==> src/hdl/dds_pkg.sv <==
`timescale 1ns / 1ps
// Shared types and constants for the dense shortest-path engine.
// No dependencies.
package dds_pkg;

   localparam int NODE_W = 4;
   localparam int DIST_W = 30;
   localparam int PAR_W  = 5;
   localparam int RANK_W = 4;
   localparam int EWT_W  = 16;
   localparam int CNT_W  = 5;

   localparam logic [DIST_W-1:0]        INF_DIST     = 30'd1000000000;
   localparam logic signed [PAR_W-1:0]  PARENT_NONE  = -5'sd1;
   localparam logic [CNT_W-1:0]         NCOUNT_RESET = 5'd16;

   localparam logic KIND_WRITE = 1'b0;
   localparam logic KIND_RUN   = 1'b1;

   typedef enum logic [2:0] {
      ST_CLEAR,
      ST_IDLE,
      ST_SEL,
      ST_SETTLE,
      ST_RELAX,
      ST_OUT_RD,
      ST_OUT_LD,
      ST_OUT_SEND
   } dds_state_type;

endpackage

==> src/hdl/dds_if.sv <==
`timescale 1ns / 1ps
// Request and response channel interfaces (valid/ready plus payload).
// Depends on dds_pkg.
interface dds_req_if;
   import dds_pkg::*;
   logic                valid;
   logic                ready;
   logic                kind;
   logic [NODE_W-1:0]   from_node;
   logic [NODE_W-1:0]   to_node;
   logic [EWT_W-1:0]    edge_weight;
   logic                edge_present;

   modport source (output valid, kind, from_node, to_node, edge_weight, edge_present,
                   input ready);
   modport sink   (input valid, kind, from_node, to_node, edge_weight, edge_present,
                   output ready);
endinterface

interface dds_rsp_if;
   import dds_pkg::*;
   logic                      valid;
   logic                      ready;
   logic [NODE_W-1:0]         node_index;
   logic [DIST_W-1:0]         path_distance;
   logic signed [PAR_W-1:0]   parent_node;
   logic                      reached;
   logic [RANK_W-1:0]         visit_rank;
   logic                      last_result;

   modport source (output valid, node_index, path_distance, parent_node, reached,
                   visit_rank, last_result, input ready);
   modport sink   (input valid, node_index, path_distance, parent_node, reached,
                   visit_rank, last_result, output ready);
endinterface

==> src/hdl/dense_dijkstra_shortest_path_top.sv <==
`timescale 1ns / 1ps
// Dense single-source shortest paths over an adjacency-matrix memory.
// Write beat: one matrix entry. Run beat: per active node a select scan, settle
// step and relax scan, then a read, load and send per result beat (plus any rsp
// stall). The single distance read/compare/add unit, stepping one node a cycle,
// sets the throughput. Synchronous reset; after reset a clearing pass over every
// matrix entry empties it, with req not ready. Depends on dds_pkg, dds_if.
module dense_dijkstra_shortest_path_top #(
   parameter int MAX_NODES   = 16,
   parameter int WEIGHT_BITS = 16
) (
   input  logic                        clock,
   input  logic                        reset,
   dds_req_if.sink                     req_if,
   dds_rsp_if.source                   rsp_if,
   input  logic                        csr_valid,
   output logic                        csr_ready,
   input  logic [dds_pkg::CNT_W-1:0]   csr_node_count
);
   import dds_pkg::*;

   localparam int NB    = $clog2(MAX_NODES);
   localparam int CW    = $clog2(MAX_NODES + 1);
   localparam int DEPTH = MAX_NODES * MAX_NODES;
   localparam int AW    = $clog2(DEPTH);
   localparam int WW    = WEIGHT_BITS;

   dds_state_type state_ff, state_in;

   logic [CNT_W-1:0]      ncount_ff;
   logic [CW-1:0]         n_ff, n_in;
   logic [CW-1:0]         j_ff, j_in;
   logic                  p_vld_ff, p_vld_in;
   logic [NB-1:0]         p_idx_ff, p_idx_in;
   logic [NB-1:0]         sel_ff, sel_in;
   logic [NB-1:0]         cur_ff, cur_in;
   logic [DIST_W-1:0]     best_ff, best_in;
   logic                  found_ff, found_in;
   logic [MAX_NODES-1:0]  settled_ff, settled_in;
   logic [MAX_NODES-1:0]  relaxed_ff, relaxed_in;
   logic [AW-1:0]         clr_ff, clr_in;

   logic [NODE_W-1:0]       o_idx_ff, o_idx_in;
   logic [DIST_W-1:0]       o_dist_ff, o_dist_in;
   logic signed [PAR_W-1:0] o_par_ff, o_par_in;
   logic                    o_reach_ff, o_reach_in;
   logic [RANK_W-1:0]       o_rank_ff, o_rank_in;
   logic                    o_last_ff, o_last_in;

   logic [WW:0]           mat_mem [DEPTH];
   logic [WW:0]           mat_rd_ff;
   logic [DIST_W-1:0]     dist_mem [MAX_NODES];
   logic [DIST_W-1:0]     dist_rd_ff;
   logic [NB-1:0]         pred_mem [MAX_NODES];
   logic [NB-1:0]         pred_rd_ff;
   logic [NB-1:0]         rank_mem [MAX_NODES];
   logic [NB-1:0]         rank_rd_ff;

   logic                  mat_we;
   logic [AW-1:0]         mat_wa;
   logic [WW:0]           mat_wd;
   logic [AW-1:0]         mat_ra;
   logic                  dist_we;
   logic                  rank_we;
   logic                  rd_en;
   logic [NB-1:0]         rd_addr;

   logic                  req_acc;
   logic                  issue;
   logic                  scan_done;
   logic                  last_sel;
   logic                  last_out;
   logic                  wr_in_range;
   logic [DIST_W-1:0]     d_now;
   logic [DIST_W:0]       relax_sum;
   logic                  improve;
   logic                  sel_take;

   assign csr_ready = 1'b1;
   assign req_acc   = req_if.valid && req_if.ready;
   assign issue     = ((state_ff == ST_SEL) || (state_ff == ST_RELAX)) && (j_ff < n_ff);
   assign scan_done = (j_ff == n_ff);
   assign last_sel  = (CW'(sel_ff) + CW'(1)) == n_ff;
   assign last_out  = (j_ff + CW'(1)) == n_ff;
   assign rd_addr   = j_ff[NB-1:0];
   assign rd_en     = issue || (state_ff == ST_OUT_RD);
   assign mat_ra    = AW'(int'(cur_ff) * MAX_NODES + int'(j_ff));
   assign wr_in_range = (int'(req_if.from_node) < MAX_NODES) &&
                        (int'(req_if.to_node) < MAX_NODES);

   assign d_now     = relaxed_ff[p_idx_ff] ? dist_rd_ff :
                      ((p_idx_ff == '0) ? '0 : INF_DIST);
   assign relax_sum = {1'b0, best_ff} + (DIST_W+1)'(mat_rd_ff[WW-1:0]);
   assign improve   = mat_rd_ff[WW] && (relax_sum < {1'b0, d_now});
   assign sel_take  = !settled_ff[p_idx_ff] && (!found_ff || (d_now < best_ff));

   assign req_if.ready         = (state_ff == ST_IDLE);
   assign rsp_if.valid         = (state_ff == ST_OUT_SEND);
   assign rsp_if.node_index    = o_idx_ff;
   assign rsp_if.path_distance = o_dist_ff;
   assign rsp_if.parent_node   = o_par_ff;
   assign rsp_if.reached       = o_reach_ff;
   assign rsp_if.visit_rank    = o_rank_ff;
   assign rsp_if.last_result   = o_last_ff;

   // next state
   always_comb begin
      state_in = state_ff;
      unique case (state_ff)
         ST_CLEAR: begin
            if (clr_ff == AW'(DEPTH - 1)) state_in = ST_IDLE;
         end
         ST_IDLE: begin
            if (req_acc && (req_if.kind == KIND_RUN)) state_in = ST_SEL;
         end
         ST_SEL: begin
            if (scan_done) state_in = ST_SETTLE;
         end
         ST_SETTLE: begin
            state_in = ST_RELAX;
         end
         ST_RELAX: begin
            if (scan_done) state_in = last_sel ? ST_OUT_RD : ST_SEL;
         end
         ST_OUT_RD: begin
            state_in = ST_OUT_LD;
         end
         ST_OUT_LD: begin
            state_in = ST_OUT_SEND;
         end
         ST_OUT_SEND: begin
            if (rsp_if.ready) state_in = last_out ? ST_IDLE : ST_OUT_RD;
         end
      endcase
   end

   // datapath and memory control
   always_comb begin
      n_in       = n_ff;
      j_in       = j_ff;
      p_vld_in   = issue;
      p_idx_in   = rd_addr;
      sel_in     = sel_ff;
      cur_in     = cur_ff;
      best_in    = best_ff;
      found_in   = found_ff;
      settled_in = settled_ff;
      relaxed_in = relaxed_ff;
      clr_in     = clr_ff;
      o_idx_in   = o_idx_ff;
      o_dist_in  = o_dist_ff;
      o_par_in   = o_par_ff;
      o_reach_in = o_reach_ff;
      o_rank_in  = o_rank_ff;
      o_last_in  = o_last_ff;
      mat_we     = 1'b0;
      mat_wa     = AW'(int'(req_if.from_node) * MAX_NODES + int'(req_if.to_node));
      mat_wd     = {req_if.edge_present, WW'(req_if.edge_weight)};
      dist_we    = 1'b0;
      rank_we    = 1'b0;
      unique case (state_ff)
         ST_CLEAR: begin
            mat_we = 1'b1;
            mat_wa = clr_ff;
            mat_wd = '0;
            clr_in = clr_ff + AW'(1);
         end
         ST_IDLE: begin
            if (req_acc) begin
               if (req_if.kind == KIND_RUN) begin
                  if (ncount_ff == '0)
                     n_in = CW'(1);
                  else if (int'(ncount_ff) > MAX_NODES)
                     n_in = CW'(MAX_NODES);
                  else
                     n_in = CW'(ncount_ff);
                  j_in       = '0;
                  sel_in     = '0;
                  found_in   = 1'b0;
                  settled_in = '0;
                  relaxed_in = '0;
               end else if (wr_in_range) begin
                  mat_we = 1'b1;
               end
            end
         end
         ST_SEL: begin
            if (issue) j_in = j_ff + CW'(1);
            if (p_vld_ff && sel_take) begin
               best_in  = d_now;
               cur_in   = p_idx_ff;
               found_in = 1'b1;
            end
            if (scan_done) j_in = '0;
         end
         ST_SETTLE: begin
            settled_in[cur_ff] = 1'b1;
            rank_we            = 1'b1;
         end
         ST_RELAX: begin
            if (issue) j_in = j_ff + CW'(1);
            if (p_vld_ff && improve) begin
               dist_we              = 1'b1;
               relaxed_in[p_idx_ff] = 1'b1;
            end
            if (scan_done) begin
               j_in     = '0;
               found_in = 1'b0;
               if (!last_sel) sel_in = sel_ff + NB'(1);
            end
         end
         ST_OUT_RD: begin
         end
         ST_OUT_LD: begin
            o_idx_in   = NODE_W'(j_ff);
            o_dist_in  = relaxed_ff[rd_addr] ? dist_rd_ff :
                         ((rd_addr == '0) ? '0 : INF_DIST);
            o_par_in   = relaxed_ff[rd_addr] ? $signed(PAR_W'(pred_rd_ff)) : PARENT_NONE;
            o_reach_in = relaxed_ff[rd_addr] || (rd_addr == '0);
            o_rank_in  = RANK_W'(rank_rd_ff);
            o_last_in  = last_out;
         end
         ST_OUT_SEND: begin
            if (rsp_if.ready) j_in = j_ff + CW'(1);
         end
      endcase
   end

   always_ff @(posedge clock) begin
      if (reset) begin
         state_ff   <= ST_CLEAR;
         ncount_ff  <= NCOUNT_RESET;
         n_ff       <= CW'(1);
         j_ff       <= '0;
         p_vld_ff   <= 1'b0;
         sel_ff     <= '0;
         found_ff   <= 1'b0;
         settled_ff <= '0;
         relaxed_ff <= '0;
         clr_ff     <= '0;
      end else begin
         state_ff   <= state_in;
         if (csr_valid) ncount_ff <= csr_node_count;
         n_ff       <= n_in;
         j_ff       <= j_in;
         p_vld_ff   <= p_vld_in;
         sel_ff     <= sel_in;
         found_ff   <= found_in;
         settled_ff <= settled_in;
         relaxed_ff <= relaxed_in;
         clr_ff     <= clr_in;
      end
   end

   always_ff @(posedge clock) begin
      p_idx_ff   <= p_idx_in;
      cur_ff     <= cur_in;
      best_ff    <= best_in;
      o_idx_ff   <= o_idx_in;
      o_dist_ff  <= o_dist_in;
      o_par_ff   <= o_par_in;
      o_reach_ff <= o_reach_in;
      o_rank_ff  <= o_rank_in;
      o_last_ff  <= o_last_in;
   end

   // adjacency matrix: {present, weight}
   always_ff @(posedge clock) begin
      if (mat_we) mat_mem[mat_wa] <= mat_wd;
      if (issue) mat_rd_ff <= mat_mem[mat_ra];
   end

   always_ff @(posedge clock) begin
      if (dist_we) begin
         dist_mem[p_idx_ff] <= relax_sum[DIST_W-1:0];
         pred_mem[p_idx_ff] <= cur_ff;
      end
      if (rd_en) begin
         dist_rd_ff <= dist_mem[rd_addr];
         pred_rd_ff <= pred_mem[rd_addr];
      end
   end

   always_ff @(posedge clock) begin
      if (rank_we) rank_mem[cur_ff] <= sel_ff;
      if (rd_en) rank_rd_ff <= rank_mem[rd_addr];
   end

endmodule

==> src/flat_wrapper.sv <==
// flat-port wrapper written by rule: the top's interface ports become plain ports
module dense_dijkstra_shortest_path_top_flat import dds_pkg::*;
#(
   parameter int MAX_NODES   = 16,
   parameter int WEIGHT_BITS = 16
)
  (clock, reset, csr_valid, csr_ready, csr_node_count, req_if_valid, req_if_kind, req_if_from_node, req_if_to_node, req_if_edge_weight, req_if_edge_present, req_if_ready, rsp_if_valid, rsp_if_node_index, rsp_if_path_distance, rsp_if_parent_node, rsp_if_reached, rsp_if_visit_rank, rsp_if_last_result, rsp_if_ready);
  dds_req_if req_if_i ();
  dds_rsp_if rsp_if_i ();
  input  logic clock;
  input  logic reset;
  input  logic csr_valid;
  output logic csr_ready;
  input  logic [dds_pkg::CNT_W-1:0] csr_node_count;
  input wire logic [$bits(req_if_i.valid)-1:0] req_if_valid;
  input wire logic [$bits(req_if_i.kind)-1:0] req_if_kind;
  input wire logic [$bits(req_if_i.from_node)-1:0] req_if_from_node;
  input wire logic [$bits(req_if_i.to_node)-1:0] req_if_to_node;
  input wire logic [$bits(req_if_i.edge_weight)-1:0] req_if_edge_weight;
  input wire logic [$bits(req_if_i.edge_present)-1:0] req_if_edge_present;
  output wire logic [$bits(req_if_i.ready)-1:0] req_if_ready;
  output wire logic [$bits(rsp_if_i.valid)-1:0] rsp_if_valid;
  output wire logic [$bits(rsp_if_i.node_index)-1:0] rsp_if_node_index;
  output wire logic [$bits(rsp_if_i.path_distance)-1:0] rsp_if_path_distance;
  output wire logic [$bits(rsp_if_i.parent_node)-1:0] rsp_if_parent_node;
  output wire logic [$bits(rsp_if_i.reached)-1:0] rsp_if_reached;
  output wire logic [$bits(rsp_if_i.visit_rank)-1:0] rsp_if_visit_rank;
  output wire logic [$bits(rsp_if_i.last_result)-1:0] rsp_if_last_result;
  input wire logic [$bits(rsp_if_i.ready)-1:0] rsp_if_ready;
  assign req_if_i.valid = req_if_valid;
  assign req_if_i.kind = req_if_kind;
  assign req_if_i.from_node = req_if_from_node;
  assign req_if_i.to_node = req_if_to_node;
  assign req_if_i.edge_weight = req_if_edge_weight;
  assign req_if_i.edge_present = req_if_edge_present;
  assign req_if_ready = req_if_i.ready;
  assign rsp_if_valid = rsp_if_i.valid;
  assign rsp_if_node_index = rsp_if_i.node_index;
  assign rsp_if_path_distance = rsp_if_i.path_distance;
  assign rsp_if_parent_node = rsp_if_i.parent_node;
  assign rsp_if_reached = rsp_if_i.reached;
  assign rsp_if_visit_rank = rsp_if_i.visit_rank;
  assign rsp_if_last_result = rsp_if_i.last_result;
  assign rsp_if_i.ready = rsp_if_ready;
  dense_dijkstra_shortest_path_top #(.MAX_NODES(MAX_NODES), .WEIGHT_BITS(WEIGHT_BITS)) u_core (.clock(clock), .reset(reset), .req_if(req_if_i), .rsp_if(rsp_if_i), .csr_valid(csr_valid), .csr_ready(csr_ready), .csr_node_count(csr_node_count));
endmodule
==> config.mk <==
export PLATFORM = sky130hd
export DESIGN_NAME = dense_dijkstra_shortest_path_top_flat
export DESIGN_NICKNAME = d
export VERILOG_FILES = /design/src/hdl/dds_pkg.sv /design/src/hdl/dds_if.sv /design/src/hdl/dense_dijkstra_shortest_path_top.sv /design/src/flat_wrapper.sv
export SDC_FILE = /design/constraint.sdc
export NUM_CORES = 2
export LEC_CHECK = 0
export ABC_AREA = 0
export BUFFER_PORTS_ARGS = -buffer_cell sky130_fd_sc_hd__buf_2
export CAP_MARGIN = 20
export CORE_MARGIN = 3
export CORE_UTILIZATION = 51
export CTS_CLUSTER_SIZE = 8
export DETAILED_ROUTE_END_ITERATION = 8
export GPL_TIMING_DRIVEN = 1
export PLACE_DENSITY = 0.65
export SETUP_SLACK_MARGIN = 0.02
export SLEW_MARGIN = 20
export SYNTH_ARGS = -nofsm -noshare
export SYNTH_HDL_FRONTEND = slang
export SYNTH_MEMORY_MAX_BITS = 65536
export SYNTH_SLANG_ARGS = --single-unit
==> constraint.sdc <==
create_clock -name clock -period 7.95 [get_ports clock]
set_input_delay 0.795 -clock clock [delete_from_list [all_inputs] [get_ports clock]]
set_output_delay 0.795 -clock clock [all_outputs]
set_load 0.01 [all_outputs]
==> results.txt <==
The run finished with clean final reports. Number of standard cells after synthesis: 8963. Most instantiated library cell after synthesis: edfxtp_1.

After detailed routing, the average wire length per cell comes to 33.6 microns. The tools report the maximum number of pins on one net before global-route repair as 205. The per-cell via count in the routed design was 6.55. The tools report the area occupied by registers as 0.154 sq mm. Summing every instance area after synthesis gives 0.198 sq mm. The run gives 0.386 sq mm as the standard cell core area. Setup repair after global routing left no endpoint under its margin. For the number of global-route vias before repair, the log shows 99612. The run gives 97797 as the routed via count.

The final layout contains 9752 nets. The area growth from synthesis to layout is 14.4%. For the worst hold slack across all endpoints, the log shows 0.155 ns. The analysis attributes to cell leakage a power of 70.9 nW.

Yosys printed 0 warnings. In this run the worst path has a maximum fanout of 34. The part of the total power dissipated in sequential elements is 0.520.

Origin of the worst min-delay path: csr_valid. The number of flops mapped to enable cells by yosys came out at 5094. In this run the critical register-to-register path is launched from u_core.p_idx_ff[2]. For this design the total switching power over the nets is 0.0112 W. The tools report the worst min-delay path endpoint as u_core.ncount_ff[4]. In this run, CTS created clock tree buffers numbering 715. The largest total area in the synthesized netlist belongs to edfxtp_1. Power spread over the standard cell area amounts to 253 mW/mm^2. The run gives 5162 as the sink count of the clock tree.

The final critical delay including setup and external delays was 6.22 ns. The share of the synthesized area in the top cell type was 0.772; the achievable clock frequency was 161 MHz. The commonest cells after synthesis are 5094 x edfxtp_1, 1293 x mux4_2, 398 x nor2_1. The count of pins on the block boundary is 84, and the net count of the mapped netlist is 9085. Across the run, the number of max-cap violations was 0. The quantity of I/O buffers inserted on ports came out at 82. In the synthesized netlist the dominant register cell turns out to be edfxtp_1. The tools report the die area as 0.396 sq mm. The post-synthesis cell type count is 66. The die is 629 microns tall. The tools report the element type at the critical path start as a register.

For the pin with the worst max-slew slack, the measured transition is 1.23 ns. The tools report the kind of end point of the critical path as a register. In this run, the number of DRC markers left after iteration 0 of detailed routing was 12571. The switching share of total power was 0.196; the share of layout cells above drive strength 1 was 0.281.

The initial antenna violation count was 31. Post-layout utilization of the core: 0.587. Setup-violating endpoint count in the final report: 0. Counting flops and latches in the post-synthesis netlist gives 5162. The logs give 0.513 for the initial cell density of the core and 8.52 ns for the required arrival time at the worst endpoint. The tools report the number of buffers inserted by post-CTS setup repair as 0.

The mean instance size in the synthesized netlist came out at 22.1 sq um. The type of the worst min-delay path was input pin to register. The run gives 0.829 as the weighted congestion reported at the end of routability-driven placement. The endpoint identified for the worst register-to-register timing path is u_core.dist_mem[13][8]. The multi-input gate area in the final layout was 0.0421 sq mm. Final routed wirelength across all metal layers: 502 mm.

For the worst setup path, the data arrival time is 6.80 ns. The clock input transition at the sequential cells of the worst setup and hold paths works out to 0.05 ns. The H-tree generated during clock tree synthesis spans 6 levels. For the final count of pins violating max slew, the log shows 0. The run gives 0.470 as the part of the power in the clock network. Total count of hold-check failures in the final report: 0. Cell internal power was estimated by the tool at 0.0460 W. The clock passes through at most 4 buffers. Along the worst hold path, the cell count comes to 3.

The post-synthesis sequential area ratio was 0.779; the number of cells traversed by the worst register-to-register path was 15. The antenna violation net count after detailed routing is 0. The layout has 26973 filler cells. The tools report the clock latency at the later pin of the worst-skew pair as 1.06 ns. The initialized floorplan defines 228 standard-cell rows. The setup slack of the critical path after layout was 1.73 ns; the total iterations of the first detailed-routing run was 7.

The category of the critical setup timing path is register to register. The tools report the residual overflow from global routing as 0. The combinational share of power was 0.009. The cell sitting at the root of the clock tree is a clkbuf_16. Timing analysis after detailed placement gives a worst setup slack of 1.60 ns. The setup slack of the worst register-to-register path was 1.73 ns. TritonCTS built the clock tree. By area the synthesized netlist is led by edfxtp_1 77%, mux4_2 15%, a22oi_1 1.1%. The part of the cycle the worst path needs came out at 0.783. The proportion of register bits with asynchronous set or reset after synthesis came out at 0. For this run, design rule violations remaining after detail routing come to 0. The tools report the total routing usage reported by global routing as 0.253. The count of placed standard cells in the final layout, fillers left out was 14935; the total instance count after detailed placement was 14081.

The logs give 218 uV for the largest voltage drop on the vdd net and 727 mm for the first-pass GRT wire length. The clock tree skew after final layout was 0.119 ns; the chip width was 629 microns. The summed negative setup slack over all endpoints was 0 ns.

The max-slew headroom at the worst pin was 0.182; the final HPWL from detailed placement was 281 mm.
## flip-flops by register name, indices dropped and copies added, names as in the netlist, 5 cells and up
signal                       flops
u_core.dist_mem                480
u_core.n_ff                      5
u_core.dist_rd_ff               30
u_core.rsp_if.parent_node        5
u_core.rank_mem                 64
u_core.rsp_if.path_distance     30
u_core.best_ff                  30
u_core.relaxed_ff               16
u_core.mat_rd_ff                17
u_core.ncount_ff                 5
u_core.clr_ff                    8
u_core.j_ff                      5
u_core.mat_mem                4352
u_core.pred_mem                 64
u_core.settled_ff               16
## power by group through the flow
stage,clock network [W],registers [W],logic [W]
after floorplan,0,0.0303,0.000214
after global placement,0,0.0303,0.000508
after detailed placement,0,0.0303,0.000527
after CTS,0.0273,0.0298,0.000530
after global routing,0.0285,0.0297,0.000557
final,0.0269,0.0298,0.000535
## layer usage
layer  vias up  wire, microns  part of all wire  track usage
met4         6          17000             0.034       0.0859
met3       845          47400             0.094       0.0523
li1      39259              -                 -            -
met2      5217         241000              0.48        0.394
met1     52470         197000              0.39        0.360
met5         -             36          0.000072            0
## placed cells by master (no fill, tap or decap), drive strengths merged, types with 8 or more instances in the layout
master     n
nand3b    12
nand3     26
buf      465
a21o      19
nand2    149
xnor2     35
and3      10
ha        85
a22o     137
a21oi    188
o21ai     38
dfxtp     68
nor3      69
xor2      10
mux4    1293
a22oi    289
or3        8
and2      27
nor2b     22
o221ai    52
nor2     398
nand2b    16
o21a      16
clkinv    28
o41ai     17
a31oi     14
a221oi   137
o22ai     35
clkbuf   782
edfxtp  5094
diode     14
nand4     11
inv      119
## cells by family (layout without fill, tap and decap cells)
family          after synthesis  after routing  share of synthesized area
buf+inv                     616           1399                     0.0126
xor+xnor                     45             45                    0.00199
other cells                   1             15                  0.0000189
simple gates                766            766                     0.0168
compound gates              985            985                     0.0371
mux                        1302           1302                      0.147
flops                      5162           5162                      0.779
fa+ha+maj                    86             86                    0.00547
## worst max-delay path by stage
stage                                   from                      to  slack, ns
after floorplan            u_core.best_ff[8]   u_core.dist_mem[5][0]       0.95
after global placement     u_core.best_ff[0]  u_core.dist_mem[14][3]       1.74
after detailed placement   u_core.best_ff[0]  u_core.dist_mem[15][4]       1.60
after CTS                  u_core.best_ff[0]  u_core.dist_mem[13][8]       1.49
after global routing      u_core.p_idx_ff[2]  u_core.dist_mem[13][8]       1.37
final                     u_core.p_idx_ff[2]  u_core.dist_mem[13][8]       1.73
## cell type report
cell class / instances / area share
inverters: 96 / 0.00159
repair buffers: 470 / 0.0174
multi-input cells: 3185 / 0.186
clock buffers: 782 / 0.0812
flip-flops and latches: 5162 / 0.681
diodes: 14 / 0.000155
well taps: 5175 / 0.0286
clock inverters: 51 / 0.00442
## through the flow
stage,cell area [sq um],total power (W)
finish,227000,0.0572
detailed placement,207000,0.0308
CTS,226000,0.0576
global route,227000,0.0588
global placement,207000,0.0308
floorplan,198000,0.0305
## repair_timing
action | 4_1_cts | 5_1_grt
setup endpoints to repair | 0 | 0
hold endpoints to repair | 5 | 0
resized for setup | 0 | 0
hold buffers | 5 | 0
## critical path: stages, from the launching register on
cell and delay (ns):
dfxtp_1 0.59, mux4_2 0.59, mux2_2 0.29, o21ai_2 0.62, nand2_1 0.52, o21ai_0 0.29
ha_1 0.31, nand4_1 0.13, nor4_1 0.08, a21boi_2 0.16, o41ai_2 0.54, a21oi_1 0.15
a211o_1 0.28, buf_4 0.28, nor3_2 0.24, buf_4 0.59
(Power assumes the default switching activity.)
